==> src/rtl/core/mcbfp_pkg.sv <==
package mcbfp_pkg;

	// Pool size and per-channel depth.
	localparam int unsigned NUM_CHANNELS  = 8;
	localparam int unsigned CHANNEL_DEPTH = 256;

	// Derived widths.
	localparam int unsigned CH_W    = (NUM_CHANNELS > 1) ? $clog2(NUM_CHANNELS) : 1;
	localparam int unsigned PTR_W   = (CHANNEL_DEPTH > 1) ? $clog2(CHANNEL_DEPTH) : 1;
	localparam int unsigned CNT_W   = $clog2(CHANNEL_DEPTH + 1);
	localparam int unsigned ADDR_W  = CH_W + PTR_W;
	localparam int unsigned MEM_DEPTH = 1 << ADDR_W;

	// Fixed field widths.
	localparam int unsigned ID_W    = 4;
	localparam int unsigned BYTE_W  = 8;
	localparam int unsigned TALLY_W = 16;

	typedef enum logic [1:0] {
		CMD_CREATE = 2'd0,
		CMD_CLOSE  = 2'd1,
		CMD_WRITE  = 2'd2,
		CMD_READ   = 2'd3
	} cmd_t;

	typedef enum logic [1:0] {
		ST_OK     = 2'd0,
		ST_BAD    = 2'd1,
		ST_NOROOM = 2'd2,
		ST_NOFREE = 2'd3
	} status_t;

	// Decision of the channel table for one accepted item.
	typedef struct packed {
		status_t             status;
		logic [ID_W-1:0]     new_channel;
		logic                moved;
		logic                wr_en;
		logic                rd_en;
		logic [ADDR_W-1:0]   addr;
	} tbl_resp_t;

	// Advance a ring pointer, wrapping at the channel depth.
	function automatic logic [PTR_W-1:0] ptr_next(input logic [PTR_W-1:0] p);
		logic [PTR_W-1:0] r;
		if (p == PTR_W'(CHANNEL_DEPTH - 1)) begin
			r = '0;
		end else begin
			r = p + PTR_W'(1);
		end
		return r;
	endfunction

endpackage

==> src/rtl/core/mcbfp_chan_tbl.sv <==
module mcbfp_chan_tbl (
	input  logic                          clk,
	input  logic                          arst_n,
	input  logic                          accept,
	input  mcbfp_pkg::cmd_t               cmd,
	input  logic [mcbfp_pkg::ID_W-1:0]    pipe_id,
	output mcbfp_pkg::tbl_resp_t          resp
);

	localparam int unsigned NCH = mcbfp_pkg::NUM_CHANNELS;
	localparam int unsigned CHW = mcbfp_pkg::CH_W;
	localparam int unsigned PW  = mcbfp_pkg::PTR_W;
	localparam int unsigned CW  = mcbfp_pkg::CNT_W;

	logic [NCH-1:0] in_use_q;
	logic [PW-1:0]  head_q [NCH];
	logic [PW-1:0]  tail_q [NCH];
	logic [CW-1:0]  fill_q [NCH];

	logic           id_ok;
	logic [CHW-1:0] idx;
	logic           sel_used;
	logic           found;
	logic [CHW-1:0] free_idx;
	logic           full;
	logic           empty;

	// Range check and channel select for close, write and read.
	assign id_ok    = ({1'b0, pipe_id} < (mcbfp_pkg::ID_W + 1)'(NCH));
	assign idx      = pipe_id[CHW-1:0];
	assign sel_used = id_ok && in_use_q[idx];
	assign full     = (fill_q[idx] == CW'(mcbfp_pkg::CHANNEL_DEPTH));
	assign empty    = (fill_q[idx] == '0);

	// Lowest-numbered free channel.
	always_comb begin
		found    = 1'b0;
		free_idx = '0;
		for (int c = NCH - 1; c >= 0; c--) begin
			if (!in_use_q[c]) begin
				found    = 1'b1;
				free_idx = CHW'(c);
			end
		end
	end

	// Command decode.
	always_comb begin
		resp             = '0;
		resp.status      = mcbfp_pkg::ST_OK;
		unique case (cmd)
			mcbfp_pkg::CMD_CREATE: begin
				if (found) begin
					resp.new_channel = mcbfp_pkg::ID_W'(free_idx);
				end else begin
					resp.status = mcbfp_pkg::ST_NOFREE;
				end
			end
			mcbfp_pkg::CMD_CLOSE: begin
				resp.status = mcbfp_pkg::ST_OK;
			end
			mcbfp_pkg::CMD_WRITE: begin
				resp.addr = {idx, tail_q[idx]};
				if (!sel_used) begin
					resp.status = mcbfp_pkg::ST_BAD;
				end else if (full) begin
					resp.status = mcbfp_pkg::ST_NOROOM;
				end else begin
					resp.moved = 1'b1;
					resp.wr_en = 1'b1;
				end
			end
			mcbfp_pkg::CMD_READ: begin
				resp.addr = {idx, head_q[idx]};
				if (!sel_used) begin
					resp.status = mcbfp_pkg::ST_BAD;
				end else if (empty) begin
					resp.status = mcbfp_pkg::ST_NOROOM;
				end else begin
					resp.moved = 1'b1;
					resp.rd_en = 1'b1;
				end
			end
			default: begin
				resp.status = mcbfp_pkg::ST_OK;
			end
		endcase
	end

	// Per-channel state update on each accepted item.
	always_ff @(posedge clk or negedge arst_n) begin
		if (!arst_n) begin
			in_use_q <= '0;
			for (int c = 0; c < NCH; c++) begin
				head_q[c] <= '0;
				tail_q[c] <= '0;
				fill_q[c] <= '0;
			end
		end else if (accept) begin
			case (cmd)
				mcbfp_pkg::CMD_CREATE: begin
					if (found) begin
						in_use_q[free_idx] <= 1'b1;
						head_q[free_idx]   <= '0;
						tail_q[free_idx]   <= '0;
						fill_q[free_idx]   <= '0;
					end
				end
				mcbfp_pkg::CMD_CLOSE: begin
					if (id_ok) begin
						in_use_q[idx] <= 1'b0;
						head_q[idx]   <= '0;
						tail_q[idx]   <= '0;
						fill_q[idx]   <= '0;
					end
				end
				mcbfp_pkg::CMD_WRITE: begin
					if (resp.wr_en) begin
						tail_q[idx] <= mcbfp_pkg::ptr_next(tail_q[idx]);
						fill_q[idx] <= fill_q[idx] + CW'(1);
					end
				end
				default: begin
					if (resp.rd_en) begin
						head_q[idx] <= mcbfp_pkg::ptr_next(head_q[idx]);
						fill_q[idx] <= fill_q[idx] - CW'(1);
					end
				end
			endcase
		end
	end

endmodule

==> config.mk <==
export PLATFORM = sky130hd
export DESIGN_NAME = mcbfp_chan_tbl
export DESIGN_NICKNAME = d
export VERILOG_FILES = /design/src/rtl/core/mcbfp_pkg.sv /design/src/rtl/core/mcbfp_chan_tbl.sv
export SDC_FILE = /design/constraint.sdc
export NUM_CORES = 1
export LEC_CHECK = 0
export BUFFER_PORTS_ARGS = -buffer_cell sky130_fd_sc_hd__buf_4
export CORE_MARGIN = 2
export CORE_UTILIZATION = 50
export DETAILED_ROUTE_END_ITERATION = 10
export GPL_TIMING_DRIVEN = 0
export HOLD_SLACK_MARGIN = 0.02
export PLACE_DENSITY = 0.64
export REMOVE_ABC_BUFFERS = 1
export SLEW_MARGIN = 20
export SYNTH_ARGS = -nofsm -noshare
export SYNTH_HDL_FRONTEND = slang
export SYNTH_SLANG_ARGS = --single-unit
==> constraint.sdc <==
create_clock -name clk -period 5.4 [get_ports clk]
set_input_delay 0.54 -clock clk [delete_from_list [all_inputs] [get_ports clk]]
set_output_delay 0.54 -clock clk [all_outputs]
set_load 0.05 [all_outputs]
== Yosys cells after proc, flatten, opt, wreduce, memory -nomap -nowiden ==
Index checks and enable logic that the tools add are counted.
W data, S select, Z words.
Storage, ports and cells
  bits in registers: 208
  input port bits: 9
  output and inout bits: 20
  word-level logic and storage cells: 162
Cells by class
  $add $sub $neg: 4
  order comparisons: 9
  equal/unequal tests: 9
  muxes and demuxes: 83
  bitwise gates (word level): 16
  reductions and logical operators: 16
Operator list (count)
  $mux W64: 6
  $pmux W64 S3: 2
  $mux W72: 4
  $and A64 B64 Y64: 4
  $pmux W72 S3: 1
  $and A72 B72 Y72: 2
  $bwmux W72: 2
  $not A72 Y72: 2
  $bwmux W64: 2
  $mux W8: 16
  $not A64 Y64: 2
  $demux W9 S3: 2
  $bmux W8 S3: 2
  $demux W8 S3: 2
  $mux W9: 4
  $bmux W9 S3: 1
  $mux W3: 9
  $pmux W11 S2: 1
  $add A8 B1 Y8 const B: 2
  $eq A8 B8 Y1 const B: 2
  $pmux W8 S2: 1
  $mux W1: 15
  $reduce_and A5 Y1: 3
  $mux W2: 7
  other kinds (29): 43

== Longest topological paths before layout ==
  depth after elaboration: 17
  gate-level depth with buffers: 15
  gate-level depth less buffers: 10

== Worst setup path after synthesis ==
No wires, ideal clock.
  path type: in2out
  start point: input pipe_id[1] in the netlist's numbering
  end point: output resp[19] in the netlist's numbering
  data arrival time: 4.029 ns
  data required time: 4.860 ns
  path slack: 0.831 ns
  cell stages on the path: 12
  cell sequence: buf_2 -> buf_2 -> buf_2 -> mux4_2 -> mux2i_1 -> ha_1 -> inv_1 -> a211oi_2 -> and3_1 -> and2_1 -> inv_1 -> o21ai_0
RTL lines
  start: declaration: RTL line mcbfp_chan_tbl.sv:6  | input logic [mcbfp_pkg::ID_W-1:0] pipe_id,
  end: declaration: RTL line mcbfp_chan_tbl.sv:7  | output mcbfp_pkg::tbl_resp_t resp

==> results by group <==
Status
  – Outcome: finished clean

Clock network
  – Htree depth: 1
  – Clock buffer depth: 3
  – Clock Latency Late Sink: around 0.53 ns
  – Clk pin slew, worst setup/hold paths: 0.06 ns
  – Post-CTS Resized: 0
  – CTS tree: done
  – Root buffer cell: clkbuf_16
  – # clock sinks: 208
  – CTS Buf Count: 23
  – Number of setup buffers added after CTS: 0

Place
  – Place WS: around 0.63 ns
  – Post-DP HPWL: ~25000 um
  – Placed cells: 1367
  – Placed cell area: 11690 um2
  – Routability cong.: 0.9269
  – IO buf count: 27

Routing
  – Via Count: around 10000
  – WL per Instance: 26.89 um
  – Routed WL: 37910 um
  – DRC Markers: 0
  – ANT nets after route: 0
  – Vias per cell: 7.063
  – Drt pass-1 iters: 6
  – DR iter-0 viols: 1064

STA
  – Slew margin rel.: 0.2168
  – Max Slew Vio Count: 0
  – Final Hold Fails: 0
  – Final critical-path required period: slightly below 5 ns
  – Setup violators final: 0
  – Clock skew: 0.007645 ns
  – Period Utilization, post-route: 0.9109
  – Setup TNS: 0 ns
  – Fmax: 203.3 MHz
  – Min setup slack post-route: 0.4811 ns
  – Worst Tran Pin Value: 1.170 ns
  – RSZ-0062 raised after global routing: no

Logic synthesis
  – Syn. warnings: 0
  – Post-Synthesis Cells: roughly 1100
  – Post-synth EDFFs: 0
  – Synth Flop Type: dfrtp_1
  – Seq/Total Area, Yosys: 0.4604
  – Mapped Area: 11310 um2
  – Yosys cell types: 70
  – Post-synth top area share: 0.4604
  – Post-synthesis register bit count: 208
  – Synth area leader: dfrtp_1
  – Area contributors post-synth: dfrtp_1, a22o_1, nand2_1
  – Count leader, synth: dfrtp_1
  – Post-synthesis async set-or-reset flop share: 1.000
  – Average size of a mapped cell: 10.19 um2
  – Most frequent cells after synthesis: dfrtp_1, nand2_1, o21ai_0, a22o_1, o2bb2ai_1

Global routing
  – Largest net degree at the start of global routing: 89
  – Met2 Use GR: 0.4946
  – GR Util All Layers: 0.3204
  – First-pass GRT wire length: approximately 59000 um
  – Busiest grt layer: met2
  – Met1 usage: 0.4649
  – Via count of the first global-routing pass: 9777
  – Met3 usage: 0.04511
  – Global route overflow: 0
  – Initial antenna violation count: 0

Floorplanning
  – Die Wd: 154.4 um
  – Initial Util: 0.5040
  – I/O pins: 29
  – Num rows: 55
  – Die height: around 150 um
  – Placeable Area: 22430 um2
  – Die footprint: 23830 um2

Layout
  – Layout area overhead: 10.39%
  – Diodes inserted: 0
  – Layout cells sized above 1: 0.1218
  – Util after Layout: 0.5563
  – Final #Nets: about 1100
  – Finished Cell Area: ~12000 um2
  – Post-Layout Cell Count: roughly 1400
  – Fillers: 2023

Pwr
  – Max VDD drop: 235.7 uV
  – PD cells: 367.8 nW/um2
  – Leakage power: 5.212 nW

Critical path
  – CP Data Required Time: ~4.9 ns
  – Kind of end point of the critical path: output pin
  – Worst setup SP type: primary input
  – CP Class: in -> out
  – Worst endpoint data arrival time: approximately 4.4 ns
  – Worst-path fanout max: 77

Min path
  – Worst min path class: in -> reg

Flow run
  – Max-cap violations: 0
-- timing repair --
item                                    in CTS  in global routing
hold buffers                                 1                  0
endpoints found under the hold margin       54                  0
endpoints found under the setup margin       0                  0
-- flip-flops by register name, summed over array words and instances (netlist names) --
register	cells
fill_q	72
head_q	64
tail_q	64
in_use_q	8
-- cell families after synthesis --
family | after synthesis | synth area share
other cells | 1 | 0.0003317
fa+ha+maj | 4 | 0.004427
simple gates | 335 | 0.1393
compound gates | 400 | 0.2615
flops | 208 | 0.4604
buf+inv | 72 | 0.02789
xor+xnor | 24 | 0.01859
mux | 66 | 0.08754
-- where the power goes --
part / total [W] / switching, W / internal, W
Sequential: 0.00188 / 0.000149 / 0.00174
Clock: 0.00161 / 0.000676 / 0.000933
Combinational: 0.00110 / 0.000707 / 0.000389
-- worst max-delay path, cell delays in order --
cell      delay, ns
buf_4          0.81
mux4_2         0.43
mux2i_1        0.33
ha_1           0.25
inv_1          0.08
a211oi_2       0.58
and3_1         0.53
and2_1         0.31
inv_1          0.06
o21ai_0        0.17
buf_4          0.22
-- stage by stage --
| step | total power (W) | hold WS [ns] |
|---|---|---|
| 6_report | 0.004590 | 0.4422 |
| 5_1_grt | 0.004763 | 0.4603 |
| 4_1_cts | 0.004569 | 0.4344 |
| 3_5_place_dp | 0.002969 | 0.4628 |
| 3_3_place_gp | 0.002946 | 0.4540 |
| 2_1_floorplan | 0.002585 | 0.2444 |
-- final cells by class --
cell class	instances	area, um2	share of cell area
timing repair buffer	31	282.8	0.02266
sequential	208	5205	0.4170
clock inverter	9	87.58	0.007018
multi-input combinational	830	5813	0.4658
tap	285	356.6	0.02857
inverter	14	52.55	0.004211
clock buffer	33	683.2	0.05474
-- final timing paths --
kind | start | cells past startpoint | slack, ns | endpoint
min reg2reg | head_q[32] | 2 | 0.47 | head_q[32]
max reg2reg | fill_q[55] | 9 | 1.38 | head_q[59]
min in group asynchronous | arst_n | 2 | 0.53 | fill_q[45]
max in group asynchronous | arst_n | 4 | 3.71 | in_use_q[6]
min | accept | 4 | 0.44 | fill_q[55]
max | pipe_id[2] | 11 | 0.48 | resp[19]
-- per-layer routing --
layer	vias to the layer above	wire, um
met5	-	0
met4	0	1603
met3	118	3167
met2	529	17050
met1	5055	16090
li1	4257	-
-- cell usage in the layout (no fill, tap or decap), types with 6 or more instances in the layout --
master / synthesis / final
a221o_1: 8 / 8
clkbuf_8: 0 / 7
clkbuf_16: 0 / 23
a22oi_1: 13 / 13
mux4_2: 24 / 24
o22ai_1: 11 / 11
inv_1: 10 / 10
o21ai_0: 111 / 111
dfrtp_1: 208 / 208
mux2_2: 23 / 23
xor2_1: 9 / 9
nand2_1: 163 / 163
clkinv_2: 0 / 6
and2_1: 18 / 18
nand4_1: 7 / 7
o2bb2ai_1: 50 / 50
a211oi_1: 10 / 10
a32o_1: 11 / 11
and3_1: 9 / 9
o21ai_1: 8 / 8
o211ai_1: 9 / 9
o21ai_2: 7 / 7
nand2b_1: 8 / 8
nor3_1: 17 / 14
a221oi_1: 17 / 17
buf_4: 7 / 27
o221ai_1: 11 / 11
xnor2_1: 15 / 15
nor2b_1: 15 / 15
mux2i_1: 19 / 19
a21oi_1: 19 / 19
nand3_1: 33 / 33
nand3b_1: 6 / 6
a22o_1: 78 / 78
nor2_1: 34 / 33
Power figures use the tool's default switching activity.
